$ cat config.mk
export PLATFORM = sky130hd
export DESIGN_NAME = qvr_front
export DESIGN_NICKNAME = d
export VERILOG_FILES = /design/src/rtl/qvr_pkg.sv /design/src/rtl/qvr_front.sv
export SDC_FILE = /design/constraint.sdc
export NUM_CORES = 1
export LEC_CHECK = 0
export BUFFER_PORTS_ARGS = -buffer_cell sky130_fd_sc_hd__buf_2
export CAP_MARGIN = 40
export CORE_MARGIN = 1
export CORE_UTILIZATION = 40
export CTS_BUF_LIST = sky130_fd_sc_hd__clkbuf_4
export DETAILED_ROUTE_END_ITERATION = 8
export GPL_ROUTABILITY_DRIVEN = 0
export GPL_TIMING_DRIVEN = 0
export PLACE_DENSITY = 0.64
export SLEW_MARGIN = 5
export SYNTH_ARGS = -nofsm -noshare
export SYNTH_HDL_FRONTEND = slang
export SYNTH_SLANG_ARGS = --single-unit
$ cat constraint.sdc
create_clock -name clk -period 3.9 [get_ports clk]
set_input_delay 0.195 -clock clk [delete_from_list [all_inputs] [get_ports clk]]
set_output_delay 0.195 -clock clk [all_outputs]
set_load 0.01 [all_outputs]
$ cat src/rtl/qvr_pkg.sv
// Package for the quaternion vector rotator: widths, register indexes,
// reset constants and the item and coefficient types. No dependencies.
`timescale 1ns / 1ps
`default_nettype none
package qvr_pkg;

    localparam int VEC_W   = 24;                 // vector component width
    localparam int QUAT_W  = 16;                 // quaternion component width
    localparam int CIDX_W  = 8;                  // config register index width
    localparam int PROD_W  = 2 * QUAT_W;         // one quaternion product
    localparam int MAT_W   = PROD_W + 2;         // matrix entry, signed
    localparam int NRM_W   = PROD_W + 1;         // norm, unsigned
    localparam int VPROD_W = MAT_W + VEC_W;      // entry times component
    localparam int ACC_W   = VPROD_W + 2;        // sum of three products
    localparam int QUO_W   = VEC_W + 2;          // quotient bits before rounding
    localparam int IQ_DEPTH = 4;                 // input queue depth
    localparam int IQ_AW    = $clog2(IQ_DEPTH);
    localparam int OQ_DEPTH = 32;                // output queue depth
    localparam int OQ_AW    = $clog2(OQ_DEPTH);

    localparam logic [CIDX_W-1:0] REG_QUAT_X = CIDX_W'(0);
    localparam logic [CIDX_W-1:0] REG_QUAT_Y = CIDX_W'(1);
    localparam logic [CIDX_W-1:0] REG_QUAT_Z = CIDX_W'(2);
    localparam logic [CIDX_W-1:0] REG_QUAT_W = CIDX_W'(3);

    localparam logic signed [QUAT_W-1:0] QUAT_W_RST = QUAT_W'(32767);
    localparam logic signed [PROD_W-1:0] WW_RST =
        PROD_W'(QUAT_W_RST) * PROD_W'(QUAT_W_RST);

    typedef struct packed {
        logic signed [VEC_W-1:0] x;
        logic signed [VEC_W-1:0] y;
        logic signed [VEC_W-1:0] z;
    } vec_t;

    typedef struct packed {
        logic signed [MAT_W-1:0] m00;
        logic signed [MAT_W-1:0] m01;
        logic signed [MAT_W-1:0] m02;
        logic signed [MAT_W-1:0] m10;
        logic signed [MAT_W-1:0] m11;
        logic signed [MAT_W-1:0] m12;
        logic signed [MAT_W-1:0] m20;
        logic signed [MAT_W-1:0] m21;
        logic signed [MAT_W-1:0] m22;
        logic [NRM_W-1:0]        n;
    } coef_t;

endpackage
`default_nettype wire

$ cat src/rtl/qvr_front.sv
// Front end: accepts vector items into a short queue for the back end.
// Depends on qvr_pkg.
`timescale 1ns / 1ps
`default_nettype none
module qvr_front
    import qvr_pkg::*;
(
    input  wire logic             clk,
    input  wire logic             rst_n,
    input  wire logic             vec_valid,
    output logic                  vec_stall,
    input  wire logic [VEC_W-1:0] vec_x,
    input  wire logic [VEC_W-1:0] vec_y,
    input  wire logic [VEC_W-1:0] vec_z,
    output logic                  head_valid,
    output vec_t                  head,
    input  wire logic             head_take
);

    vec_t               mem_reg [IQ_DEPTH];
    logic [IQ_AW-1:0]   wr_reg, rd_reg;
    logic [IQ_AW:0]     cnt_reg;
    logic               push, pop;

    assign vec_stall  = (cnt_reg == (IQ_AW+1)'(IQ_DEPTH));
    assign push       = vec_valid && !vec_stall;
    assign pop        = head_take && head_valid;
    assign head_valid = (cnt_reg != '0);
    assign head       = mem_reg[rd_reg];

    always_ff @(posedge clk)
    begin
        if (push)
        begin
            mem_reg[wr_reg] <= '{x: vec_x, y: vec_y, z: vec_z};
        end
    end

    always_ff @(posedge clk or negedge rst_n)
    begin
        if (!rst_n)
        begin
            wr_reg  <= '0;
            rd_reg  <= '0;
            cnt_reg <= '0;
        end
        else
        begin
            if (push)
            begin
                wr_reg <= wr_reg + 1'b1;
            end
            if (pop)
            begin
                rd_reg <= rd_reg + 1'b1;
            end
            cnt_reg <= cnt_reg + (IQ_AW+1)'(push) - (IQ_AW+1)'(pop);
        end
    end

endmodule
`default_nettype wire

# After elaboration in Yosys (flattened, before gate mapping)
# Memories as Yosys holds them, arrays and structs flattened.
# Index checks and enable logic that the tools add are counted.
# totals
regBits	7
ram_bits	288
inputBits	76
output_inout_bits	74
elab_cells	15
memories	1
# op_classes
n_addsub	4
n_eq_ne	1
muxes	2
n_reduce_logical	4
# memory_table
memory	depth	word_bits	read_ports	rd_clocked_by_memory_dff	wr	line	text
mem_reg	4	72	1	0	1	qvr_front.sv:20	vec_t mem_reg [IQ_DEPTH];
# ops
operator	n
2-bit by 1-bit adder with 2-bit output, second input constant	2
3-bit by 1-bit adder with 3-bit output	1
3-bit == test, second input constant	1
3-bit nonzero test	1
3-bit by 1-bit subtractor with 3-bit output	1
1-bit logical AND	2
1-bit 2-to-1 mux	2
1-bit logical NOT	1

# Longest topological paths before layout
# logic_depth
word_depth	5
ltp_mapped	9
depth_no_buf	9

# Worst setup path after synthesis
# OpenSTA, ideal clock, no wires.
# synth_timing
path_type	reg2reg
start	register cnt_reg[2]
end	memory mem_reg[0][0] (netlist bit), enable pin
setup_ps	439
arrival_ps	2443
t_required_ps	3461
slack_ps	1019
stages_incl_launch_ff	3
n_path_buf	0
synth_period_minus_slack_ps	2881
cell_sequence	dfrtp_1 nor3b_2 and3b_1
# synth_via
elab_chain_len	5
# synth_rtl
item	line	text
start, declared	qvr_front.sv:22	logic [IQ_AW:0] cnt_reg;
start signal, assigned	qvr_front.sv:57	cnt_reg <= cnt_reg + (IQ_AW+1)'(push) - (IQ_AW+1)'(pop);
3-bit == test	qvr_front.sv:25	assign vec_stall = (cnt_reg == (IQ_AW+1)'(IQ_DEPTH));
named net vec_stall	qvr_front.sv:11	output logic vec_stall,
1-bit logical NOT	qvr_front.sv:26	assign push = vec_valid && !vec_stall;
1-bit logical AND	qvr_front.sv:26	
1-bit 2-to-1 mux	qvr_front.sv:33	if (push)
1-bit 2-to-1 mux (not written as such)	qvr_front.sv:35	mem_reg[wr_reg] <= '{x: vec_x, y: vec_y, z: vec_z};
end, declared	qvr_front.sv:20	
# The timed path passes the listed nets, and every way through them passes these cells.

# Worst setup path in the final report
# layout_timing
start	register cnt_reg[1]
end	register cnt_reg[2]
# layout_via
elab_chain_len	5
elab_cells_between_ends	7
classes_between	add/sub (2); eq/ne (1); reduce/logical (4)
# layout_rtl
item	line
3-bit == test	qvr_front.sv:25
1-bit logical NOT	qvr_front.sv:26
1-bit logical AND	qvr_front.sv:26
3-bit by 1-bit adder with 3-bit output	qvr_front.sv:57
3-bit by 1-bit subtractor with 3-bit output *	qvr_front.sv:57
# Every way passes the cells marked *; elsewhere a longest branch is shown, timed or not.
# A chain may end at the register's enable or synchronous reset.

==> summary.txt <==
Job
  • Total of max-cap violations: 0

Die
  • Initial core utilization: a little over 40%
  • # IOs: 150
  • Die footprint: 27800 um2
  • Die Height: 167 um
  • Row cnt: 59
  • Core Area: 26400 um2
  • Die X-Extent: 167 um

Route
  • Routed len/inst: between 15 and 20 um
  • Via/cell ratio: 4.91
  • Routed wire length: ~20000 um
  • Total number of vias: 5437
  • Final ANT Viol Nets: 0
  • Residual DRC: 0
  • Initial DRT Pass Iterations: 4
  • First-iteration detailed-routing DRC count: 240

Logic synthesis
  • Seq/Total Area, Yosys: 81.3%
  • Yosys reg bits: 295
  • Syn nets: ~500
  • Cell Area, Synth: 10900 um2
  • Post-synth top area cell: edfxtp_1
  • Cell with the most instances after synthesis: edfxtp_1
  • Top FF cell, synth: edfxtp_1
  • Area fraction of the dominant cell type after synthesis: about four fifths
  • Syn. warnings: 0
  • Synthesized area per cell: 26.1 um2
  • Yosys cell types: 20
  • Synth top area cells: edfxtp_1 80%, mux4_2 15%, dfrtp_1 1.6%
  • Post-synth top cells: 288 x edfxtp_1, 72 x mux4_2, 8 x buf_2, 7 x buf_6, 7 x dfrtp_1
  • Post-synth EDFFs: 288
  • Syn Inst Count: roughly 420
  • Asr flop ratio synth: 2.37%

Timing
  • Rel. slew slack: 52.9%
  • Max Fclk: 415 MHz
  • Fin crit period: 2.41 ns
  • Slew Viols, Final: 0
  • Layout Skew: 0.0279 ns
  • # setup viols final: 0
  • Hold Vio Cnt, Final: 0
  • Period utilisation layout: 61.8%
  • Hold WS: 0.299 ns
  • RSZ-0062 raised after global routing: false
  • Slew @ Worst Pin: 0.707 ns

Power
  • Worst vdd ir: 646 uV
  • Internal power: 6990 uW
  • Net Sw Frac: 29.1%
  • Pleak: 0.00488 uW
  • Comb pwr share: between 30% and 40%
  • Clock power share: 25.6%
  • Pwr Total: slightly below 10000 uW
  • Seq pwr share: 44.0%
  • Switching pwr: 2870 uW
  • Pwr/cell area: 714 nW/um2

Critical path
  • CP max FO: 8
  • Worst path bufs/invs: 2
  • Startpoint type of the worst setup path: flop
  • Crit path DAT: slightly below 3 ns
  • Worst EP required: 4.44 ns
  • CP Class: flop to flop
  • Worst path slowest cell: dfrtp_1
  • Critical path endpoint category: flop
  • Critical path, cell by cell: nor3b_2 -> nand2b_1 -> ha_1 -> inv_1 -> ha_1 -> inv_1 -> fa_1 -> xnor2_1 -> xnor2_1
  • CP peak stage delay: 0.49 ns
  • Crit-path leading delay family: adder cells

Finish
  • Layout area overhead: 27.2%
  • Fill cell count: 2120
  • Proportion of layout cells with a drive suffix above 1: 47.1%
  • Final #Nets: 806
  • Max reg flops: 288
  • Register area: 8820 um2
  • Area of the multi-input gates: 1900 um2

Global routing
  • First-pass GRT wire length: about 32000 um
  • Maximum number of pins on one net before global-route repair: 38
  • Initial antenna violation count: 1
  • Gr ovfl total: 0
  • Tot GR Track Use: 15.0%
  • Vias in the first global route: around 6200

Clock network
  • CTS H-tree depth: 3
  • TritonCTS clock tree: built
  • # resized after CTS: 0
  • Root Driver: clkbuf_4
  • Sink Count: 295
  • CTS buffer count: 76
  • Clock Path Buffers: 3
  • Setup repair bufs after CTS: 0
  • Latest clock arrival within the worst-skew pair: approximately 0.65 ns
  • Clock Pin Slew Worst Setup and Hold Paths: 0.06 ns

Run status
  • Outcome: finished, final reports clean

Place
  • # port buffers: 149
  • Post-DP HPWL: 11900 um

Worst hold path
  • Hold Path Class: input port to flop
metal layers:
metal  wire, um  GRT usage (%)
met5          0              0
met4        575           7.21
met3       1240           4.16
met2      10000           25.4
met1       8130           17.6
power groups by stage:
| stage | Combinational (uW) | Clock (uW) | Sequential (uW) |
|---|---|---|---|
| after floorplan | 1930 | 0 | 4390 |
| after global placement | 2910 | 0 | 4450 |
| after detailed placement | 3040 | 0 | 4410 |
| after CTS | 3100 | 2620 | 4340 |
| after global routing | 3260 | 2780 | 4390 |
| final | 3000 | 2520 | 4340 |
area by class of cell:
class,instances,area share (%)
timing repair buffer,229,11.5
clock inverter,13,0.571
inverter,5,0.136
antenna,2,0.0362
multi-input combinational,100,13.8
sequential,295,63.9
buffer,16,0.915
tap,335,3.03
clock buffer,113,6.14
cells in the final DEF (no fill, tap or decap), types with 2 or more instances in the layout:
cell,count
buf_12,4
inv_2,2
dfrtp_1,7
dlygate4sd3_1,76
clkbuf_4,113
nand4bb_1,2
xnor2_1,3
nand2b_1,4
buf_2,157
edfxtp_1,288
ha_1,6
o211ai_1,2
clkinv_1,9
diode_2,2
and3b_4,4
buf_6,7
inv_1,5
mux4_2,72
repair_timing:
item                                   CTS  global route
setup endpoints to repair                0             0
endpoints found under the hold margin  299             0
hold buffers                            76             0
per-stage QoR:
stage | util, % | setup TNS [ns] | std cells | area [um2] | worst slack (ns)
floorplan | - | 0 | 416 | 10900 | 1.02
global placement | 45.6 | -70.52 | 900 | 12000 | -0.253
detailed placement | 46.0 | 0 | 904 | 12100 | 1.50
CTS | 52.4 | 0 | 1106 | 13800 | 1.48
global route | 52.4 | 0 | 1108 | 13800 | 1.37
finish | 52.4 | 0 | 1108 | 13800 | 1.49
final timing paths:
check | start | endpoint | slack [ns] | cells after the start
setup / recovery | cnt_reg[1]$_DFF_PN0_ | cnt_reg[2]$_DFF_PN0_ | 1.49 | 9
hold / removal | vec_z[14] | mem_reg[2][14]$_DFFE_PP_ | 0.30 | 2
setup reg to reg | cnt_reg[1]$_DFF_PN0_ | cnt_reg[2]$_DFF_PN0_ | 1.49 | 9
hold reg to reg | wr_reg[0]$_DFFE_PN0P_ | wr_reg[0]$_DFFE_PN0P_ | 0.63 | 2
max in group asynchronous | rst_n | rd_reg[1]$_DFFE_PN0P_ | 3.07 | 3
min in group asynchronous | rst_n | wr_reg[0]$_DFFE_PN0P_ | 0.55 | 3
worst reg2reg max path, stage by stage, from the launching register on:
cell,delay [ns]
dfrtp_1,0.49
nor3b_2,0.44
nand2b_1,0.18
ha_1,0.23
inv_1,0.06
ha_1,0.13
inv_1,0.06
fa_1,0.40
xnor2_1,0.20
xnor2_1,0.15
cell families after synthesis:
group / Yosys count / share of synthesized area [%]
xor gates and xnor gates: 4 / 0.323
DFF: 295 / 81.3
adders and majority gates: 7 / 0.876
buffers and inverters: 21 / 1.34
muxes: 72 / 14.9
and+or+nand+nor: 13 / 0.968
AOI/OAI and AO/OA: 4 / 0.300
Note: power is estimated with default switching activity, not from simulation.
